$ cat src/design/nrmc_pkg.sv
// shared types, status codes, character codes and small lookup functions
// for the rmc time parser; no dependencies
package nrmc_pkg;

   localparam int MAX_LINE = 128;

   localparam logic [2:0] ST_NOFIX  = 3'd0;
   localparam logic [2:0] ST_OK     = 3'd1;
   localparam logic [2:0] ST_UPDATE = 3'd2;
   localparam logic [2:0] ST_CSUM   = 3'd3;
   localparam logic [2:0] ST_PARSE  = 3'd4;
   localparam logic [2:0] ST_JUMP   = 3'd5;

   localparam logic [1:0] CSR_ENABLE  = 2'd0;
   localparam logic [1:0] CSR_ZONE_HR = 2'd1;
   localparam logic [1:0] CSR_SUMMER  = 2'd2;
   localparam logic [1:0] CSR_ZONE_MN = 2'd3;

   localparam logic [7:0] CH_DOLLAR = 8'h24;
   localparam logic [7:0] CH_LF     = 8'h0A;
   localparam logic [7:0] CH_STAR   = 8'h2A;
   localparam logic [7:0] CH_COMMA  = 8'h2C;
   localparam logic [7:0] CH_FIX    = 8'h41;

   typedef logic [3:0] bcd_type;
   typedef bcd_type [5:0] digits_type;

   typedef struct packed {
      logic [2:0] status;
      digits_type tdig;
      digits_type ddig;
   } line_rec_type;

   typedef struct packed {
      logic [2:0]  status;
      logic [31:0] utc;
      logic [6:0]  hour;
      logic [6:0]  minute;
      logic [6:0]  second;
      logic [6:0]  day;
      logic [6:0]  month;
      logic [6:0]  year;
   } fix_rec_type;

   function automatic logic [7:0] prefix_char(input logic [2:0] pos);
      logic [7:0] c;
      unique case (pos)
         3'd0: c = 8'h24;
         3'd1: c = 8'h47;
         3'd2: c = 8'h50;
         3'd3: c = 8'h52;
         3'd4: c = 8'h4D;
         3'd5: c = 8'h43;
         3'd6: c = 8'h2C;
         default: c = 8'h00;
      endcase
      return c;
   endfunction

   function automatic logic [8:0] days_before(input logic [3:0] mo);
      logic [8:0] d;
      unique case (mo)
         4'd1:  d = 9'd0;
         4'd2:  d = 9'd31;
         4'd3:  d = 9'd59;
         4'd4:  d = 9'd90;
         4'd5:  d = 9'd120;
         4'd6:  d = 9'd151;
         4'd7:  d = 9'd181;
         4'd8:  d = 9'd212;
         4'd9:  d = 9'd243;
         4'd10: d = 9'd273;
         4'd11: d = 9'd304;
         4'd12: d = 9'd334;
         default: d = 9'd0;
      endcase
      return d;
   endfunction

   function automatic logic [6:0] digit_pair(input bcd_type hi, input bcd_type lo);
      return 7'({3'b0, hi} * 7'd10) + {3'b0, lo};
   endfunction

endpackage

$ cat src/design/nrmc_line_parser.sv
// byte input register and per-line parsing state (prefix, checksum, fields)
// depends on nrmc_pkg
module nrmc_line_parser (
   input  logic                 clock,
   input  logic                 reset,
   input  logic                 adv,
   input  logic                 enable,
   input  logic                 req_valid,
   input  logic [7:0]           req_rx_byte,
   output logic                 rec_valid,
   output nrmc_pkg::line_rec_type rec
);
   import nrmc_pkg::*;

   logic       byte_vld_ff;
   logic [7:0] byte_ff;

   logic       active_ff, active_in;
   logic [2:0] ppos_ff, ppos_in;
   logic       pok_ff, pok_in;
   logic [7:0] len_ff, len_in;
   logic [3:0] fnum_ff, fnum_in;
   logic [7:0] fchars_ff, fchars_in;
   logic [7:0] xor_ff, xor_in;
   logic       star_ff, star_in;
   logic [7:0] csum_ff, csum_in;
   logic [1:0] hcnt_ff, hcnt_in;
   logic       hbad_ff, hbad_in;
   digits_type tdig_ff, tdig_in;
   logic       tok_ff, tok_in;
   logic [7:0] fix_ff, fix_in;
   digits_type ddig_ff, ddig_in;
   logic       dok_ff, dok_in;
   logic       stop_ff, stop_in;

   logic         rec_vld_ff, rec_vld_in;
   line_rec_type rec_ff, rec_in;

   logic       is_digit;
   logic [3:0] hex_val;
   logic       hex_ok;

   always_comb begin
      is_digit = (byte_ff >= 8'h30) && (byte_ff <= 8'h39);
      hex_ok   = 1'b1;
      hex_val  = 4'd0;
      if (is_digit) begin
         hex_val = 4'(byte_ff - 8'h30);
      end else if ((byte_ff >= 8'h41) && (byte_ff <= 8'h46)) begin
         hex_val = 4'(byte_ff - 8'h37);
      end else begin
         hex_ok = 1'b0;
      end
   end

   always_comb begin
      active_in = active_ff; ppos_in = ppos_ff; pok_in = pok_ff; len_in = len_ff;
      fnum_in = fnum_ff; fchars_in = fchars_ff; xor_in = xor_ff; star_in = star_ff;
      csum_in = csum_ff; hcnt_in = hcnt_ff; hbad_in = hbad_ff; tdig_in = tdig_ff;
      tok_in = tok_ff; fix_in = fix_ff; ddig_in = ddig_ff; dok_in = dok_ff;
      stop_in = stop_ff;
      rec_vld_in = 1'b0;
      rec_in = '{status: ST_OK, tdig: tdig_ff, ddig: ddig_ff};

      if (byte_vld_ff && enable) begin
         priority if (byte_ff == CH_DOLLAR) begin
            active_in = 1'b1; ppos_in = 3'd1; pok_in = 1'b0; len_in = 8'd1;
            fnum_in = 4'd0; fchars_in = 8'd0; xor_in = 8'd0; star_in = 1'b0;
            csum_in = 8'd0; hcnt_in = 2'd0; hbad_in = 1'b0; tdig_in = '0;
            tok_in = 1'b0; fix_in = 8'd0; ddig_in = '0; dok_in = 1'b0;
            stop_in = 1'b0;
         end else if (byte_ff == CH_LF) begin
            active_in = 1'b0;
            if (active_ff && pok_ff) begin
               rec_vld_in = 1'b1;
               priority if ((len_ff >= 8'(MAX_LINE)) || !star_ff) begin
                  rec_in.status = ST_PARSE;
               end else if (hbad_ff || (hcnt_ff < 2'd2) || (csum_ff != xor_ff)) begin
                  rec_in.status = ST_CSUM;
               end else if (!tok_ff) begin
                  rec_in.status = ST_PARSE;
               end else if (fix_ff != CH_FIX) begin
                  rec_in.status = ST_NOFIX;
               end else if (!dok_ff) begin
                  rec_in.status = ST_PARSE;
               end else begin
                  rec_in.status = ST_OK;
               end
            end
         end else if (active_ff) begin
            if (len_ff < 8'(MAX_LINE)) begin
               len_in = len_ff + 8'd1;
            end
            priority if (!pok_ff) begin
               if ((ppos_ff < 3'd7) && (byte_ff == prefix_char(ppos_ff))) begin
                  xor_in  = xor_ff ^ byte_ff;
                  ppos_in = ppos_ff + 3'd1;
                  if (ppos_ff == 3'd6) begin
                     pok_in = 1'b1; fnum_in = 4'd1; fchars_in = 8'd0; stop_in = 1'b0;
                  end
               end else begin
                  active_in = 1'b0;
               end
            end else if (star_ff) begin
               if (hcnt_ff < 2'd2) begin
                  if (!hex_ok) begin
                     hbad_in = 1'b1;
                  end
                  csum_in = {csum_ff[3:0], hex_val};
                  hcnt_in = hcnt_ff + 2'd1;
               end
            end else if (byte_ff == CH_STAR) begin
               star_in = 1'b1;
            end else if (byte_ff == CH_COMMA) begin
               xor_in = xor_ff ^ byte_ff;
               if (fnum_ff == 4'd1) begin
                  tok_in = fchars_ff >= 8'd6;
               end
               if (fnum_ff == 4'd9) begin
                  dok_in = fchars_ff == 8'd6;
               end
               if (fnum_ff < 4'd15) begin
                  fnum_in = fnum_ff + 4'd1;
               end
               fchars_in = 8'd0;
               stop_in   = 1'b0;
            end else begin
               xor_in = xor_ff ^ byte_ff;
               if (((fnum_ff == 4'd1) || (fnum_ff == 4'd9)) && (fchars_ff < 8'd6)) begin
                  if (stop_ff || !is_digit) begin
                     stop_in = 1'b1;
                  end else if (fnum_ff == 4'd1) begin
                     tdig_in = {tdig_ff[4:0], hex_val};
                  end else begin
                     ddig_in = {ddig_ff[4:0], hex_val};
                  end
               end
               if ((fnum_ff == 4'd2) && (fchars_ff == 8'd0)) begin
                  fix_in = byte_ff;
               end
               if (fchars_ff < 8'd255) begin
                  fchars_in = fchars_ff + 8'd1;
               end
            end
         end
      end
   end

   always_ff @(posedge clock) begin
      if (reset) begin
         byte_vld_ff <= 1'b0;
         rec_vld_ff  <= 1'b0;
         active_ff <= 1'b0; ppos_ff <= 3'd0; pok_ff <= 1'b0; len_ff <= 8'd0;
         fnum_ff <= 4'd0; fchars_ff <= 8'd0; xor_ff <= 8'd0; star_ff <= 1'b0;
         csum_ff <= 8'd0; hcnt_ff <= 2'd0; hbad_ff <= 1'b0; tdig_ff <= '0;
         tok_ff <= 1'b0; fix_ff <= 8'd0; ddig_ff <= '0; dok_ff <= 1'b0;
         stop_ff <= 1'b0;
      end else if (adv) begin
         byte_vld_ff <= req_valid;
         rec_vld_ff  <= rec_vld_in;
         active_ff <= active_in; ppos_ff <= ppos_in; pok_ff <= pok_in; len_ff <= len_in;
         fnum_ff <= fnum_in; fchars_ff <= fchars_in; xor_ff <= xor_in; star_ff <= star_in;
         csum_ff <= csum_in; hcnt_ff <= hcnt_in; hbad_ff <= hbad_in; tdig_ff <= tdig_in;
         tok_ff <= tok_in; fix_ff <= fix_in; ddig_ff <= ddig_in; dok_ff <= dok_in;
         stop_ff <= stop_in;
      end
   end

   always_ff @(posedge clock) begin
      if (adv) begin
         byte_ff <= req_rx_byte;
         rec_ff  <= rec_in;
      end
   end

   assign rec_valid = rec_vld_ff;
   assign rec       = rec_ff;

   a_prefix_done: assert property (@(posedge clock) disable iff (reset)
      pok_ff |-> (ppos_ff == 3'd7))
      else $error("prefix flag set before full prefix");
   a_hex_count: assert property (@(posedge clock) disable iff (reset)
      (hcnt_ff != 2'd0) |-> star_ff)
      else $error("checksum digits counted without star");
   a_one_result: assert property (@(posedge clock) disable iff (reset)
      (adv && rec_vld_ff) |=> !rec_vld_ff)
      else $error("two line results in consecutive beats");

endmodule

$ cat src/design/nrmc_time_calc.sv
// digit pairs, month check and conversion of the fix time to epoch seconds
// depends on nrmc_pkg
module nrmc_time_calc (
   input  logic                   clock,
   input  logic                   reset,
   input  logic                   adv,
   input  logic                   rec_valid,
   input  nrmc_pkg::line_rec_type rec,
   output logic                   fix_valid,
   output nrmc_pkg::fix_rec_type  fix
);
   import nrmc_pkg::*;

   logic        s2_vld_ff;
   logic [2:0]  s2_status_ff, s2_status_in;
   logic [6:0]  s2_h_ff, s2_mi_ff, s2_s_ff, s2_d_ff, s2_mo_ff, s2_y_ff;
   logic [6:0]  h_in, mi_in, s_in, d_in, mo_in, y_in;
   logic [16:0] s2_days_ff, s2_days_in;
   logic [18:0] s2_hms_ff, s2_hms_in;

   logic        s3_vld_ff;
   fix_rec_type s3_ff, s3_in;
   logic        leap;

   always_comb begin
      h_in  = digit_pair(rec.tdig[5], rec.tdig[4]);
      mi_in = digit_pair(rec.tdig[3], rec.tdig[2]);
      s_in  = digit_pair(rec.tdig[1], rec.tdig[0]);
      d_in  = digit_pair(rec.ddig[5], rec.ddig[4]);
      mo_in = digit_pair(rec.ddig[3], rec.ddig[2]);
      y_in  = digit_pair(rec.ddig[1], rec.ddig[0]);
      s2_status_in = rec.status;
      if ((rec.status == ST_OK) && ((mo_in < 7'd1) || (mo_in > 7'd12))) begin
         s2_status_in = ST_PARSE;
      end
      leap = (mo_in > 7'd2) && (y_in[1:0] == 2'd0);
      s2_days_in = 17'd10957 + 17'({10'b0, y_in} * 17'd365)
                 + {12'b0, 5'((8'({1'b0, y_in}) + 8'd3) >> 2)}
                 + {8'b0, days_before(mo_in[3:0])} + {16'b0, leap}
                 + {10'b0, d_in} - 17'd1;
      s2_hms_in = 19'({12'b0, h_in} * 19'd3600) + 19'({12'b0, mi_in} * 19'd60)
                + {12'b0, s_in};
   end

   always_comb begin
      s3_in.status = s2_status_ff;
      s3_in.utc    = 32'({15'b0, s2_days_ff} * 32'd86400) + {13'b0, s2_hms_ff};
      s3_in.hour   = s2_h_ff;
      s3_in.minute = s2_mi_ff;
      s3_in.second = s2_s_ff;
      s3_in.day    = s2_d_ff;
      s3_in.month  = s2_mo_ff;
      s3_in.year   = s2_y_ff;
   end

   always_ff @(posedge clock) begin
      if (reset) begin
         s2_vld_ff <= 1'b0;
         s3_vld_ff <= 1'b0;
      end else if (adv) begin
         s2_vld_ff <= rec_valid;
         s3_vld_ff <= s2_vld_ff;
      end
   end

   always_ff @(posedge clock) begin
      if (adv) begin
         s2_status_ff <= s2_status_in;
         s2_h_ff <= h_in; s2_mi_ff <= mi_in; s2_s_ff <= s_in;
         s2_d_ff <= d_in; s2_mo_ff <= mo_in; s2_y_ff <= y_in;
         s2_days_ff <= s2_days_in;
         s2_hms_ff  <= s2_hms_in;
         s3_ff      <= s3_in;
      end
   end

   assign fix_valid = s3_vld_ff;
   assign fix       = s3_ff;

endmodule

$ cat src/design/nrmc_fix_tracker.sv
// last fix and last update tracking, jump and update decisions, local time
// and the result register; depends on nrmc_pkg
module nrmc_fix_tracker (
   input  logic                  clock,
   input  logic                  reset,
   input  logic                  adv,
   input  logic signed [4:0]     zone_hours,
   input  logic                  summer_offset,
   input  logic [5:0]            zone_minutes,
   input  logic                  fix_valid,
   input  nrmc_pkg::fix_rec_type fix,
   output logic                  rsp_valid,
   output logic [2:0]            rsp_status,
   output logic [31:0]           rsp_utc_seconds,
   output logic [31:0]           rsp_local_seconds,
   output logic [6:0]            rsp_hour,
   output logic [6:0]            rsp_minute,
   output logic [6:0]            rsp_second,
   output logic [6:0]            rsp_day,
   output logic [6:0]            rsp_month,
   output logic [6:0]            rsp_year
);
   import nrmc_pkg::*;

   logic [31:0] last_fix_ff, last_fix_in;
   logic [31:0] last_upd_ff, last_upd_in;
   logic        vld_ff;
   logic [2:0]  status_ff, status_in;
   logic [31:0] utc_ff, utc_in, local_ff, local_in;
   logic [6:0]  h_ff, mi_ff, s_ff, d_ff, mo_ff, y_ff;
   logic [6:0]  h_in, mi_in, s_in, d_in, mo_in, y_in;

   logic signed [32:0] diff, delta;
   logic [32:0]        diff_abs;
   logic signed [5:0]  zsum;
   logic signed [31:0] offs;
   logic [11:0]        zm_sec;

   always_comb begin
      diff     = $signed({1'b0, fix.utc}) - $signed({1'b0, last_fix_ff});
      diff_abs = diff[32] ? 33'(-diff) : 33'(diff);
      delta    = $signed({1'b0, fix.utc}) - $signed({1'b0, last_upd_ff});
      zsum     = $signed({zone_hours[4], zone_hours}) + $signed({5'b0, summer_offset});
      zm_sec   = 12'({6'b0, zone_minutes} * 12'd60);
      offs     = 32'(zsum * 32'sd3600);
      if (zone_hours[4]) begin
         offs = offs - $signed({20'b0, zm_sec});
      end else begin
         offs = offs + $signed({20'b0, zm_sec});
      end

      last_fix_in = last_fix_ff;
      last_upd_in = last_upd_ff;
      status_in = fix.status;
      utc_in = 32'd0; local_in = 32'd0;
      h_in = 7'd0; mi_in = 7'd0; s_in = 7'd0; d_in = 7'd0; mo_in = 7'd0; y_in = 7'd0;
      if (fix.status == ST_NOFIX) begin
         h_in = fix.hour; mi_in = fix.minute; s_in = fix.second;
      end else if (fix.status == ST_OK) begin
         h_in = fix.hour; mi_in = fix.minute; s_in = fix.second;
         d_in = fix.day; mo_in = fix.month; y_in = fix.year;
         utc_in = fix.utc;
         if (fix_valid) begin
            last_fix_in = fix.utc;
         end
         if ((last_fix_ff != 32'd0) && (diff_abs > 33'd60)) begin
            status_in = ST_JUMP;
         end else if (((fix.second < 7'd5) && (delta > 33'sd10)) || (delta >= 33'sd60)) begin
            status_in = ST_UPDATE;
            local_in  = fix.utc + offs;
            if (fix_valid) begin
               last_upd_in = fix.utc;
            end
         end
      end
   end

   always_ff @(posedge clock) begin
      if (reset) begin
         vld_ff      <= 1'b0;
         last_fix_ff <= 32'd0;
         last_upd_ff <= 32'd0;
      end else if (adv) begin
         vld_ff      <= fix_valid;
         last_fix_ff <= last_fix_in;
         last_upd_ff <= last_upd_in;
      end
   end

   always_ff @(posedge clock) begin
      if (adv) begin
         status_ff <= status_in; utc_ff <= utc_in; local_ff <= local_in;
         h_ff <= h_in; mi_ff <= mi_in; s_ff <= s_in;
         d_ff <= d_in; mo_ff <= mo_in; y_ff <= y_in;
      end
   end

   assign rsp_valid         = vld_ff;
   assign rsp_status        = status_ff;
   assign rsp_utc_seconds   = utc_ff;
   assign rsp_local_seconds = local_ff;
   assign rsp_hour          = h_ff;
   assign rsp_minute        = mi_ff;
   assign rsp_second        = s_ff;
   assign rsp_day           = d_ff;
   assign rsp_month         = mo_ff;
   assign rsp_year          = y_ff;

   a_err_zero: assert property (@(posedge clock) disable iff (reset)
      (vld_ff && ((status_ff == ST_CSUM) || (status_ff == ST_PARSE)))
      |-> ((utc_ff == 32'd0) && (h_ff == 7'd0) && (y_ff == 7'd0)))
      else $error("error beat carries time fields");
   a_local_only_update: assert property (@(posedge clock) disable iff (reset)
      (vld_ff && (status_ff != ST_UPDATE)) |-> (local_ff == 32'd0))
      else $error("local time outside an update beat");
   a_update_tracks: assert property (@(posedge clock) disable iff (reset)
      ($past(adv) && vld_ff && (status_ff == ST_UPDATE)) |-> (last_upd_ff == utc_ff))
      else $error("last update time not taken from update beat");

endmodule

$ cat src/design/nmea_rmc_time_parser.sv
// rmc sentence time parser top level: control registers, byte parser,
// time conversion and result register; depends on nrmc_pkg and submodules
// a newline beat passes the byte, line record, s2, s3 and result registers
// throughput: one byte per cycle; req_ready drops only while a result waits
// synchronous active-high reset clears line state, fix history, control registers and valid flags
module nmea_rmc_time_parser (
   input  logic        clock,
   input  logic        reset,
   input  logic        req_valid,
   output logic        req_ready,
   input  logic [7:0]  req_rx_byte,
   output logic        rsp_valid,
   input  logic        rsp_ready,
   output logic [2:0]  rsp_status,
   output logic [31:0] rsp_utc_seconds,
   output logic [31:0] rsp_local_seconds,
   output logic [6:0]  rsp_hour,
   output logic [6:0]  rsp_minute,
   output logic [6:0]  rsp_second,
   output logic [6:0]  rsp_day,
   output logic [6:0]  rsp_month,
   output logic [6:0]  rsp_year,
   input  logic        csr_we,
   input  logic [1:0]  csr_index,
   input  logic [5:0]  csr_wdata
);
   import nrmc_pkg::*;

   logic              enable_ff;
   logic signed [4:0] zone_hours_ff;
   logic              summer_ff;
   logic [5:0]        zone_min_ff;
   logic              adv;
   logic              rec_valid, fix_valid;
   line_rec_type      rec;
   fix_rec_type       fix;

   assign adv       = !rsp_valid || rsp_ready;
   assign req_ready = adv;

   always_ff @(posedge clock) begin
      if (reset) begin
         enable_ff     <= 1'b0;
         zone_hours_ff <= 5'sd0;
         summer_ff     <= 1'b0;
         zone_min_ff   <= 6'd0;
      end else if (csr_we) begin
         unique case (csr_index)
            CSR_ENABLE:  enable_ff     <= csr_wdata[0];
            CSR_ZONE_HR: zone_hours_ff <= $signed(csr_wdata[4:0]);
            CSR_SUMMER:  summer_ff     <= csr_wdata[0];
            CSR_ZONE_MN: zone_min_ff   <= csr_wdata;
            default: ;
         endcase
      end
   end

   nrmc_line_parser u_parser (
      .clock       (clock),
      .reset       (reset),
      .adv         (adv),
      .enable      (enable_ff),
      .req_valid   (req_valid),
      .req_rx_byte (req_rx_byte),
      .rec_valid   (rec_valid),
      .rec         (rec)
   );

   nrmc_time_calc u_calc (
      .clock     (clock),
      .reset     (reset),
      .adv       (adv),
      .rec_valid (rec_valid),
      .rec       (rec),
      .fix_valid (fix_valid),
      .fix       (fix)
   );

   nrmc_fix_tracker u_tracker (
      .clock             (clock),
      .reset             (reset),
      .adv               (adv),
      .zone_hours        (zone_hours_ff),
      .summer_offset     (summer_ff),
      .zone_minutes      (zone_min_ff),
      .fix_valid         (fix_valid),
      .fix               (fix),
      .rsp_valid         (rsp_valid),
      .rsp_status        (rsp_status),
      .rsp_utc_seconds   (rsp_utc_seconds),
      .rsp_local_seconds (rsp_local_seconds),
      .rsp_hour          (rsp_hour),
      .rsp_minute        (rsp_minute),
      .rsp_second        (rsp_second),
      .rsp_day           (rsp_day),
      .rsp_month         (rsp_month),
      .rsp_year          (rsp_year)
   );

endmodule

$ cat config.mk
export PLATFORM = sky130hd
export DESIGN_NAME = nmea_rmc_time_parser
export DESIGN_NICKNAME = d
export VERILOG_FILES = /design/src/design/nrmc_pkg.sv /design/src/design/nrmc_line_parser.sv /design/src/design/nrmc_time_calc.sv /design/src/design/nrmc_fix_tracker.sv /design/src/design/nmea_rmc_time_parser.sv
export SDC_FILE = /design/constraint.sdc
export NUM_CORES = 2
export LEC_CHECK = 0
export BUFFER_PORTS_ARGS = -buffer_cell sky130_fd_sc_hd__buf_2
export CORE_MARGIN = 4
export CORE_UTILIZATION = 50
export DETAILED_ROUTE_END_ITERATION = 16
export PLACE_DENSITY_LB_ADDON = 0.15
export SLEW_MARGIN = 10
export SYNTH_ARGS = -nofsm -noshare
export SYNTH_HDL_FRONTEND = slang
export SYNTH_HIERARCHICAL = 1
export SYNTH_SLANG_ARGS = --single-unit
$ cat constraint.sdc
create_clock -name clock -period 19.8 [get_ports clock]
set_input_delay 2.97 -clock clock [delete_from_list [all_inputs] [get_ports clock]]
set_output_delay 2.97 -clock clock [all_outputs]
set_load 0.005 [all_outputs]
==> impl_results.md <==
- Status: finished, final reports clean
- Top-area cell type share of the netlist area: 0.263
- Clock latency on the worst-skew pair: 0.62 ns
- Peak Freq: 127 MHz
- Startpoint Class: flip-flop
- Grt total ovfl: 0
- Synth top cells by count: ha_1 (442), inv_1 (390), edfxtp_1 (322)
- Max-Cap Viols: 0
- Setup bufs post-CTS: 0
- Hold WC Path Type: flip-flop to flip-flop
- DRC violations left: 0
- Reg-to-reg slack, setup: 11.95 ns
- Nets: 4359
- Vias per Instance: 5.67
- Leakage power: 0.0184 uW
- CP endpoint: u_calc/s2_days_ff[16]
- Core ar.: 72800 um^2
- Ys Warns: 6
- Row cnt: 99
- Utilization after layout: 0.552
- Critical path's most frequent cell: ha_1
- Final antenna-violating net count: 0
- Initial Utilization: 0.504
- Clk slew on worst S/H paths: 0.06 ns
- P&R area growth vs syn: 9.40%
- Flops & latches, synth: 508
- Clock Skews: 0.0222 ns
- Synthesized area: 36700 um^2
- Count leader, synth: ha_1
- CTS Sinks: 508
- Setup Crit Path Kind: flip-flop to flip-flop
- Num CTS Buffers: 55
- DP HPWL: 66900 um
- Die Width: 279 um
- Final critical-path share of the clock period: 0.396
- Root Driver: clkbuf_16
- Cells after Synth: 3653
- Distinct cells, synth: 118
- Sequential-to-total area share from yosys stat: 0.365
- Worst path max stage delay: 0.71 ns
- Worst reg2reg startpoint: u_parser/rec[5]
- Clock Path Buffers: 3
- Register Area: 13400 um^2
- Drt initial violations: 1649
- Fin area: 40200 um^2
- Vias: 27105
- Fin. max-slew vios: 0
- Post-synth top area cell: edfxtp_1
- Crit path max fanout: 8
- Synth area leaders: edfxtp_1 (26%), ha_1 (15%), dfxtp_1 (10%)
- Arr. time, crit path: 8.19 ns
- FILL cells: 6494
- Syn Area/Cell: 10.1 um^2
- CP endpoint kind: flip-flop
- First-pass GRT wire length: 142000 um
- Die area: 77800 um^2
- PortBufs: 131
- Setup TNS: 0 ns
- CTS tree: yes
- RSZ-0062 raised after global routing: false
- Post-route minimum period: 7.85 ns
- Routed length per instance: 18.4 um
- Vias in the first global route: 26214
- EDFF count, synth: 322
- Post-CTS sizing: 0
- Multi-input logic area: 21400 um^2
- PwrDens: 56.5 nW/um^2
- Pin count of the biggest net entering global routing: 75
- Post-route setup slack: 11.95 ns
- I/O Pins: 132
- Final cell count without fillers: 4779
- Worst r2r path cells: 27
- CP max stage cell: xor2_1
- Placed Area: 38300 um^2
- Syn nets: 4240
- RR Endpoint: u_calc/s2_days_ff[16]
- Async SR Flop Fraction: 0
- Worst relative slew slack: 0.301
- Layout cells sized above 1: 0.0870
- CTS H-tree lvls: 2
- Worst vdd ir: 0.0760 mV
- CP required: 20.15 ns
- Main synth FF type: edfxtp_1
- Final Hold Vio Count: 0
- Drt total wl: 87800 um
- Cell total after placement: 4674
- Worst setup path startpoint: u_parser/rec[5]
- DRT Pass-1 Iters: 5
- # setup viols final: 0
- CTS Hold Buffers Added: 0
- Initial antenna violation count: 1
- Pre-CTS setup slack: 11.89 ns
- Worst Tran Pin Value: 1.05 ns
- GRT Resource Usage Total: 0.223
- RePlAce Congestion: 0.937
- Die Ht: 279 um
==> flip-flops by register name, summed over array words and instances (netlist names), 8 cells and up <==
| register | cells |
|---|---|
| u_parser/fix_ff | 8 |
| u_parser/byte_ff | 8 |
| u_calc/fix | 75 |
| u_tracker/last_fix_ff | 32 |
| u_parser/fchars_ff | 8 |
| u_parser/rec_in | 24 |
| u_parser/xor_ff | 8 |
| u_tracker/rsp_local_seconds | 32 |
| u_parser/len_ff | 8 |
| u_calc/s2_hms_ff | 17 |
| u_parser/csum_ff | 8 |
| u_parser/ddig_ff | 24 |
| u_tracker/last_upd_ff | 32 |
| u_calc/s2_days_ff | 17 |
| u_parser/rec | 51 |
| u_tracker/rsp_utc_seconds | 32 |
==> cell type report <==
cell class	count	area share
repair buffers	164	0.0226
clock buffers	65	0.0359
clock inverters	37	0.00925
multi-input cells	2653	0.532
diodes	3	0.000187
inverters	390	0.0364
flip-flops and latches	508	0.333
well taps	959	0.0299
==> how the worst min path moves through the flow <==
stage / end / slack [ns] / cells past startpoint / from
floorplan: u_calc/fix[0] / 0.40 / 0 / u_calc/s2_y_ff[0]
detailed placement: u_calc/fix[0] / 0.40 / 0 / u_calc/s2_y_ff[0]
global placement: u_calc/fix[6] / 0.40 / 0 / u_calc/s2_y_ff[6]
CTS: u_calc/fix[38] / 0.41 / 0 / u_calc/s2_h_ff[3]
global route: u_calc/fix[45] / 0.42 / 0 / u_calc/s2_hms_ff[3]
finish: u_calc/fix[38] / 0.41 / 0 / u_calc/s2_h_ff[3]
==> layout by cell type (no fill, tap or decap), drive strengths merged, types with 67 or more instances in the layout <==
master	netlist	routed
buf	36	164
ha	442	442
and2	67	67
nor2	245	245
nand2	197	197
inv	390	396
o21ai	118	118
a21oi	233	233
edfxtp	322	322
dfxtp	186	186
xnor2	157	157
xor2	69	69
and3	87	87
fa	124	124
nand3	69	69
==> through the flow <==
stage / hold WS [ns] / total power, uW
detailed placement: 0.405 / 1260
CTS: 0.414 / 2300
global placement: 0.401 / 1260
global route: 0.418 / 2360
floorplan: 0.400 / 1230
finish: 0.412 / 2270
==> critical path, delay by kind of cell, from the launching register on <==
family | cells | cell delay, ns
DFF | 1 | 0.41
AOI/OAI and AO/OA | 6 | 1.54
buffers and inverters | 5 | 0.51
xor gates and xnor gates | 3 | 0.99
adders and majority gates | 10 | 3.80
and+or+nand+nor | 3 | 0.34
==> per-layer routing <==
layer	vias to the layer above	global-route usage	share of wire
met4	0	0.0610	0.027
li1	13316	-	-
met3	107	0.0267	0.040
met2	575	0.382	0.48
met1	13107	0.300	0.45
met5	-	0	0
==> cell families (layout without fill, tap and decap cells) <==
group	after synthesis	after routing	synth area share
AO/OA/AOI/OAI	804	804	0.150
XOR/XNOR	226	226	0.0539
adder cells (fa/ha/maj)	566	566	0.218
buffers and inverters	492	656	0.0534
flip-flops	508	508	0.365
multiplexers	53	53	0.0149
other	0	3	0
AND/OR/NAND/NOR	1004	1004	0.145
==> power by group <==
part / switching (uW) / internal [uW]
Sequential: 5.27 / 1110
Clock: 440 / 591
Combinational: 69.5 / 48.8
Total: 515 / 1750
No activity file was read; power rests on OpenSTA's default activity.
